File: config.mk
export PLATFORM = sky130hd
export DESIGN_NAME = sstf_disk_request_scheduler
export DESIGN_NICKNAME = d
export VERILOG_FILES = /design/src/hw/rtl/sdrs_pkg.sv /design/src/hw/rtl/sdrs_ram.sv /design/src/hw/rtl/sdrs_nearest.sv /design/src/hw/rtl/sstf_disk_request_scheduler.sv
export SDC_FILE = /design/constraint.sdc
export NUM_CORES = 2
export LEC_CHECK = 0
export BUFFER_PORTS_ARGS = -buffer_cell sky130_fd_sc_hd__buf_2
export CAP_MARGIN = 20
export CORE_ASPECT_RATIO = 0.5
export CORE_MARGIN = 8
export CORE_UTILIZATION = 60
export CTS_CLUSTER_DIAMETER = 100
export DETAILED_ROUTE_END_ITERATION = 8
export HOLD_SLACK_MARGIN = 0.02
export PLACE_DENSITY = 0.77
export SLEW_MARGIN = 20
export SYNTH_ARGS = -nofsm -noshare
export SYNTH_HDL_FRONTEND = slang
export SYNTH_HIERARCHICAL = 1
export SYNTH_SLANG_ARGS = --single-unit
File: constraint.sdc
create_clock -name clock -period 8.21 [get_ports clock]
set_input_delay 0.821 -clock clock [delete_from_list [all_inputs] [get_ports clock]]
set_output_delay 0.821 -clock clock [all_outputs]
set_load 0.02 [all_outputs]
File: src/hw/rtl/sdrs_pkg.sv
`timescale 1ns / 1ps
`default_nettype none
// ----------------------------------------------------------------------------
// SSTF scheduler package
// Shared sizes and item types for the SSTF disk request scheduler.
// ----------------------------------------------------------------------------
package sdrs_pkg;

   // store capacity and field widths
   localparam int MAX_REQUESTS = 64;
   localparam int CYL_W        = 16;
   localparam int DIST_W       = 16;
   localparam int TOT_W        = 22;
   localparam int IDX_W        = (MAX_REQUESTS > 1) ? $clog2(MAX_REQUESTS) : 1;
   localparam int CNT_W        = $clog2(MAX_REQUESTS + 1);

   // request item
   typedef struct packed {
      logic [CYL_W-1:0] cylinder;
      logic             last_request;
   } req_type;

   // result item
   typedef struct packed {
      logic [CYL_W-1:0]  served_cylinder;
      logic [DIST_W-1:0] seek_distance;
      logic [TOT_W-1:0]  total_seek;
      logic              final_result;
      logic              requests_dropped;
   } rsp_type;

   // nearest pending request found so far in one scan
   typedef struct packed {
      logic [CYL_W-1:0]  cyl;
      logic [DIST_W-1:0] seek;
      logic [IDX_W-1:0]  idx;
   } best_type;

endpackage : sdrs_pkg
`default_nettype wire

File: src/hw/rtl/sdrs_ram.sv
`timescale 1ns / 1ps
`default_nettype none
// ----------------------------------------------------------------------------
// Request store
// One write port, one read port, registered read data.
// ----------------------------------------------------------------------------
module sdrs_ram
   import sdrs_pkg::*;
(
   input  wire logic             clock,
   input  wire logic             wr_en,
   input  wire logic [IDX_W-1:0] wr_addr,
   input  wire logic [CYL_W-1:0] wr_data,
   input  wire logic [IDX_W-1:0] rd_addr,
   output logic      [CYL_W-1:0] rd_data
);

   logic [CYL_W-1:0] mem_ff [MAX_REQUESTS];
   logic [CYL_W-1:0] rd_data_ff;

   // write port
   always_ff @(posedge clock) begin
      if (wr_en) begin
         mem_ff[wr_addr] <= wr_data;
      end
   end

   // read port
   always_ff @(posedge clock) begin
      rd_data_ff <= mem_ff[rd_addr];
   end

   assign rd_data = rd_data_ff;

endmodule : sdrs_ram
`default_nettype wire

File: src/hw/rtl/sdrs_nearest.sv
`timescale 1ns / 1ps
`default_nettype none
// ----------------------------------------------------------------------------
// Nearest-request tracker
// Compares each pending candidate against the best so far; on equal
// distance the lower cylinder wins, on full equality the earlier entry.
// ----------------------------------------------------------------------------
module sdrs_nearest
   import sdrs_pkg::*;
(
   input  wire logic             clock,
   input  wire logic             reset,
   input  wire logic             clear,
   input  wire logic             cand_vld,
   input  wire logic [IDX_W-1:0] cand_idx,
   input  wire logic [CYL_W-1:0] cand_cyl,
   input  wire logic [CYL_W-1:0] head,
   output best_type              best
);

   logic              found_ff, found_in;
   best_type          best_ff, best_in;
   logic [DIST_W-1:0] cand_dist;
   logic              better;

   // distance from head and ordering test
   always_comb begin
      cand_dist = (cand_cyl > head) ? (cand_cyl - head) : (head - cand_cyl);
      better    = !found_ff || (cand_dist < best_ff.seek) ||
                  ((cand_dist == best_ff.seek) && (cand_cyl < best_ff.cyl));
   end

   always_comb begin
      found_in = found_ff;
      best_in  = best_ff;
      if (clear) begin
         found_in = 1'b0;
      end else if (cand_vld && better) begin
         found_in     = 1'b1;
         best_in.cyl  = cand_cyl;
         best_in.seek = cand_dist;
         best_in.idx  = cand_idx;
      end
   end

   always_ff @(posedge clock) begin
      if (reset) begin
         found_ff <= 1'b0;
      end else begin
         found_ff <= found_in;
      end
      best_ff <= best_in;
   end

   assign best = best_ff;

endmodule : sdrs_nearest
`default_nettype wire

File: src/hw/rtl/sstf_disk_request_scheduler.sv
`timescale 1ns / 1ps
`default_nettype none
// ----------------------------------------------------------------------------
// SSTF disk request scheduler
// Collects a batch of cylinder requests and serves them nearest-first.
// ----------------------------------------------------------------------------
// Usage:
//  - req_* takes one request item per accept; req_ready is high only while
//    no batch is being served.
//  - An item with last_request set closes the batch. The head starts at the
//    start position held in the csr register, written via csr_write_en.
//  - For each served request the stored entries are scanned in order through the
//    single read port of the request store; once the last read data has been
//    compared, the nearest pending request is emitted.
//  - rsp_* carries one result per served request from an output register;
//    the last one has final_result set. A stalled receiver holds the
//    scheduler in its emit step until the register drains.
//  - Requests beyond the store capacity are dropped; every result of that
//    batch then has requests_dropped set.
//  - Synchronous reset empties the store, clears the start position and
//    drops any result waiting in the output register.
// ----------------------------------------------------------------------------
module sstf_disk_request_scheduler
   import sdrs_pkg::*;
(
   input  wire logic             clock,
   input  wire logic             reset,
   input  wire logic             req_valid,
   output logic                  req_ready,
   input  wire req_type          req_data,
   output logic                  rsp_valid,
   input  wire logic             rsp_ready,
   output rsp_type               rsp_data,
   input  wire logic             csr_write_en,
   input  wire logic [CYL_W-1:0] csr_write_data
);

   typedef enum logic [1:0] {
      ST_IDLE,
      ST_SCAN,
      ST_WAIT,
      ST_EMIT
   } state_type;

   state_type                state_ff, state_in;
   logic [CYL_W-1:0]         start_ff, start_in;
   logic [MAX_REQUESTS-1:0]  pending_ff, pending_in;
   logic [CNT_W-1:0]         count_ff, count_in;
   logic                     overflow_ff, overflow_in;
   logic [CYL_W-1:0]         head_ff, head_in;
   logic [TOT_W-1:0]         sum_ff, sum_in;
   logic [IDX_W-1:0]         scan_idx_ff, scan_idx_in;
   logic [IDX_W-1:0]         round_ff, round_in;
   logic                     pipe_vld_ff, pipe_vld_in;
   logic [IDX_W-1:0]         pipe_idx_ff, pipe_idx_in;
   logic                     rsp_valid_ff, rsp_valid_in;
   rsp_type                  rsp_data_ff, rsp_data_in;

   logic                     ram_we;
   logic [CYL_W-1:0]         ram_rdata;
   logic                     best_clear;
   logic                     cand_vld;
   best_type                 best;
   logic [TOT_W-1:0]         new_sum;
   logic                     last_round;

   // request store
   sdrs_ram u_ram (
      .clock   (clock),
      .wr_en   (ram_we),
      .wr_addr (count_ff[IDX_W-1:0]),
      .wr_data (req_data.cylinder),
      .rd_addr (scan_idx_ff),
      .rd_data (ram_rdata)
   );

   // nearest tracker, fed each entry in the cycle after its read address
   assign cand_vld = pipe_vld_ff && pending_ff[pipe_idx_ff];

   sdrs_nearest u_nearest (
      .clock    (clock),
      .reset    (reset),
      .clear    (best_clear),
      .cand_vld (cand_vld),
      .cand_idx (pipe_idx_ff),
      .cand_cyl (ram_rdata),
      .head     (head_ff),
      .best     (best)
   );

   assign new_sum    = sum_ff + TOT_W'(best.seek);
   assign last_round = ((CNT_W'(round_ff) + CNT_W'(1)) == count_ff);

   // next-state logic
   always_comb begin
      state_in     = state_ff;
      start_in     = csr_write_en ? csr_write_data : start_ff;
      pending_in   = pending_ff;
      count_in     = count_ff;
      overflow_in  = overflow_ff;
      head_in      = head_ff;
      sum_in       = sum_ff;
      scan_idx_in  = scan_idx_ff;
      round_in     = round_ff;
      pipe_vld_in  = 1'b0;
      pipe_idx_in  = scan_idx_ff;
      rsp_valid_in = rsp_valid_ff && !rsp_ready;
      rsp_data_in  = rsp_data_ff;
      ram_we       = 1'b0;
      best_clear   = 1'b0;

      unique case (state_ff)
         ST_IDLE: begin
            if (req_valid) begin
               if (count_ff < CNT_W'(MAX_REQUESTS)) begin
                  ram_we                             = 1'b1;
                  pending_in[count_ff[IDX_W-1:0]]    = 1'b1;
                  count_in                           = count_ff + CNT_W'(1);
               end else begin
                  overflow_in = 1'b1;
               end
               if (req_data.last_request) begin
                  head_in     = start_ff;
                  sum_in      = '0;
                  round_in    = '0;
                  scan_idx_in = '0;
                  best_clear  = 1'b1;
                  state_in    = ST_SCAN;
               end
            end
         end

         // issue one store read per cycle over all stored entries
         ST_SCAN: begin
            pipe_vld_in = 1'b1;
            if ((CNT_W'(scan_idx_ff) + CNT_W'(1)) == count_ff) begin
               state_in = ST_WAIT;
            end else begin
               scan_idx_in = scan_idx_ff + IDX_W'(1);
            end
         end

         // last read data is compared this cycle
         ST_WAIT: begin
            state_in = ST_EMIT;
         end

         // serve the nearest request once the output register is free
         ST_EMIT: begin
            if (!rsp_valid_ff || rsp_ready) begin
               rsp_valid_in                 = 1'b1;
               rsp_data_in.served_cylinder  = best.cyl;
               rsp_data_in.seek_distance    = best.seek;
               rsp_data_in.total_seek       = new_sum;
               rsp_data_in.final_result     = last_round;
               rsp_data_in.requests_dropped = overflow_ff;
               sum_in                       = new_sum;
               head_in                      = best.cyl;
               pending_in[best.idx]         = 1'b0;
               best_clear                   = 1'b1;
               if (last_round) begin
                  pending_in  = '0;
                  count_in    = '0;
                  overflow_in = 1'b0;
                  state_in    = ST_IDLE;
               end else begin
                  round_in    = round_ff + IDX_W'(1);
                  scan_idx_in = '0;
                  state_in    = ST_SCAN;
               end
            end
         end

         default: begin
            state_in = ST_IDLE;
         end
      endcase
   end

   // state and registered outputs
   always_ff @(posedge clock) begin
      if (reset) begin
         state_ff     <= ST_IDLE;
         start_ff     <= '0;
         pending_ff   <= '0;
         count_ff     <= '0;
         overflow_ff  <= 1'b0;
         pipe_vld_ff  <= 1'b0;
         rsp_valid_ff <= 1'b0;
      end else begin
         state_ff     <= state_in;
         start_ff     <= start_in;
         pending_ff   <= pending_in;
         count_ff     <= count_in;
         overflow_ff  <= overflow_in;
         pipe_vld_ff  <= pipe_vld_in;
         rsp_valid_ff <= rsp_valid_in;
      end
      head_ff     <= head_in;
      sum_ff      <= sum_in;
      scan_idx_ff <= scan_idx_in;
      round_ff    <= round_in;
      pipe_idx_ff <= pipe_idx_in;
      rsp_data_ff <= rsp_data_in;
   end

   assign req_ready = (state_ff == ST_IDLE);
   assign rsp_valid = rsp_valid_ff;
   assign rsp_data  = rsp_data_ff;

endmodule : sstf_disk_request_scheduler
`default_nettype wire
==> impl_metrics.env <==
export IMPL_place_gp_congestion=0.891
export IMPL_clkTransAtPathRegs_ns=0.07
export IMPL_grt_busiest_layer="met2"
export IMPL_end_kind="flip-flop"
export IMPL_yosys_register_bits=1283
export IMPL_grt_ovfl_total=0
export IMPL_synth_common_cells="1168 x edfxtp_1, 240 x mux4_2, 167 x a21oi_1"
export IMPL_rsz0062_at_grt="false"
export IMPL_fillers=5702
export IMPL_required_ns=8.57
export IMPL_avgSynthCellArea_sq_um=17.2
export IMPL_postCtsSetupBuffers=0
export IMPL_period_share_pct=58.5
export IMPL_holdWs_ns=0.359
export IMPL_dpl_instance_area_sq_mm=0.0550
export IMPL_vias_per_cell=6.57
export IMPL_antenna_found_initial=4
export IMPL_leakagePower_nw=19.3
export IMPL_synth_top_area_share_pct=65.9
export IMPL_tightest_slew_ns=1.12
export IMPL_maxCapViolations=0
export IMPL_yosys_cell_types_count=82
export IMPL_hold_buffers=0
export IMPL_clock_sinks=1283
export IMPL_yosysMostFrequentCell="edfxtp_1"
export IMPL_slowest_stage="buf_4"
export IMPL_synth_ff_type="edfxtp_1"
export IMPL_finClkSkew_ns=0.0252
export IMPL_setup_tns_final_ns=0
export IMPL_async_flop_share_pct=0
export IMPL_cts_tree="done"
export IMPL_die_height_microns=227
export IMPL_finalHoldViolCount=0
export IMPL_crit_type="flip-flop to flip-flop"
export IMPL_cp_cell_sequence="inv_1, ha_1, inv_1, fa_1, a211oi_1, o21a_1, o2111ai_2, nand3_2, o211ai_1, o21ai_1, xnor2_1, ha_1, a21o_1, a211oi_1, o31ai_1, o32a_1, o21ai_4, buf_4"
export IMPL_crit_family="compound AO/OA/AOI/OAI gates"
export IMPL_wire_per_inst_microns=27.6
export IMPL_grt_pass1_wl_mm=185
export IMPL_seq_area_sq_mm=0.0374
export IMPL_grt_pass1_vias=29200
export IMPL_fmax_mhz=208
export IMPL_fin_nets=3349
export IMPL_design_area_sq_mm=0.0585
export IMPL_grtUsageMet2_pct=39.7
export IMPL_root_buffer="clkbuf_16"
export IMPL_maxSlewHeadroom_pct=25.4
export IMPL_wl_mm=124
export IMPL_ys_top_cells_by_area="edfxtp_1 66%, mux4_2 10%, dfxtp_1 4.3%"
export IMPL_status="finished, final reports clean"
export IMPL_path_buf_inv=3
export IMPL_grt_max_degree=122
export IMPL_max_stage_delay_ns=0.44
export IMPL_pin_count=96
export IMPL_start_kind="flip-flop"
export IMPL_synthesis_area_sq_mm=0.0532
export IMPL_met3_usage_pct=5.83
export IMPL_remaining_drc_errors=0
export IMPL_p_per_area_mw_per_mm2=338
export IMPL_yosysWarnings=6
export IMPL_yosysSeqAreaShare_pct=70.2
export IMPL_synth_nets=3216
export IMPL_placement_rows=77
export IMPL_h_tree_depth=3
export IMPL_synth_top_cell_by_area="edfxtp_1"
export IMPL_min_period_ns=4.80
export IMPL_clk_insertion_delay_late_ns=0.71
export IMPL_multi_input_area_sq_mm=0.0146
export IMPL_initial_core_util_pct=60.4
export IMPL_clk_path_buf_depth=3
export IMPL_core_region_area_sq_mm=0.0882
export IMPL_cts_made_buffers=108
export IMPL_area_delta_synth_final_pct=9.83
export IMPL_path_max_fanout=22
export IMPL_drtIter0Drc=3574
export IMPL_dr_pass1_iters=9
export IMPL_drive_gt1_share_pct=20.3
export IMPL_vias=29600
export IMPL_synthCells=3090
export IMPL_globalRouteTotalUtil_pct=24.9
export IMPL_die_area_sq_mm=0.0991
export IMPL_finalSetupViolations=0
export IMPL_cts_resized=0
export IMPL_vdd_drop_max_mv=0.273
export IMPL_port_buffers=95
export IMPL_dp_hpwl_mm=73.6
export IMPL_die_w_microns=437
export IMPL_grt_use_met1_pct=34.6
export IMPL_worstPathArrival_ns=5.17
export IMPL_hp_class="input pin to flip-flop"
export IMPL_slew_violations=0
export IMPL_synth_enable_flop_cells=1168
export IMPL_ant_nets=0
export IMPL_finalPower_mw=19.8
[worst paths after layout]
path	start	to	slack (ns)	cells after the start
max	u_ram/rd_data[0]	u_nearest/best[4]	3.41	18
min	csr_write_data[13]	start_ff[13]	0.36	3
max reg2reg	u_ram/rd_data[0]	u_nearest/best[4]	3.41	18
min reg2reg	pipe_idx_in[3]	pipe_idx_ff[3]	0.44	0
[flip-flops by register name, indices dropped and copies added (netlist names), 2 cells and up]
name            flops
u_ram/mem_ff     1024
pending_ff         64
rsp_data           56
u_nearest/best     38
sum_ff             22
head_ff            16
start_ff           16
u_ram/rd_data      16
count_ff            7
pipe_idx_ff         6
pipe_idx_in         6
round_ff            6
state_ff            2
[worst register-to-register path: cells and delay by family (launching register included)]
family	cells	cell delay, ns
XOR/XNOR	1	0.17
AND/OR/NAND/NOR	1	0.39
buffers and inverters	3	0.56
flip-flops	1	0.33
AO/OA/AOI/OAI	10	2.15
adder cells (fa/ha/maj)	3	0.85
[layout make-up]
cell class                 instances  share of cell area [%]
antenna                            3                  0.0128
clock buffer                     144                    5.09
clock inverter                    58                   0.755
inverter                          80                   0.514
multi-input combinational       1560                    25.0
sequential                      1283                    63.9
tap                             1185                    2.54
timing repair buffer             190                    2.16
[metrics by stage]
stage	utilization, %	instances	setup slack (ns)
floorplan	-	3090	2.22
global placement	62.4	4297	3.53
detailed placement	62.4	4297	3.44
CTS	66.3	4499	3.42
global route	66.3	4500	3.09
finish	66.3	4503	3.41
[routing by layer]
metal	up-vias	share of wire, %
met4	0	3.4
met2	1754	46
met5	-	0
li1	12600	-
met1	15000	39
met3	269	12
[logic make-up (layout without fill, tap and decap cells)]
group | Yosys count | in the layout | synth area share [%]
DFF | 1283 | 1283 | 70.2
and+or+nand+nor | 563 | 563 | 5.22
muxes | 406 | 406 | 13.5
adders and majority gates | 88 | 88 | 2.11
xor gates and xnor gates | 52 | 52 | 0.933
other | 0 | 3 | 0
buffers and inverters | 247 | 472 | 2.51
AOI/OAI and AO/OA | 451 | 451 | 5.52
[layout by cell type (no fill, tap or decap), types with 7 or more instances in the layout]
cell type and instances:
and4_1 7, a22oi_1 40, dfxtp_1 115, o21ai_1 9, nor2b_1 44, nor2_2 21
nand2_1 135, clkinv_1 23, a21o_1 27, nand3_1 37, a21oi_1 167, mux4_2 240
mux2i_1 117, a31oi_1 14, a211o_1 11, clkinv_2 19, ha_1 84, and3_1 10
inv_1 79, and2_1 22, a211oi_1 38, nor2_1 126, nor3_1 60, edfxtp_1 1168
nand4_1 30, mux2_2 45, nand3b_1 7, buf_2 93, o21ai_0 51, a311oi_1 11
o21a_1 10, clkbuf_1 28, a221oi_1 17, clkbuf_16 113, xnor2_1 31, nand2b_1 28
xor2_1 18, buf_4 92
[report_power, final]
| part | total [mW] | internal, mW | switching (mW) |
|---|---|---|---|
| registers | 7.95 | 7.65 | 0.297 |
| logic | 6.81 | 2.71 | 4.10 |
| clock network | 5.01 | 2.71 | 2.30 |
| total | 19.8 | 13.1 | 6.70 |
(Power assumes the default switching activity.)
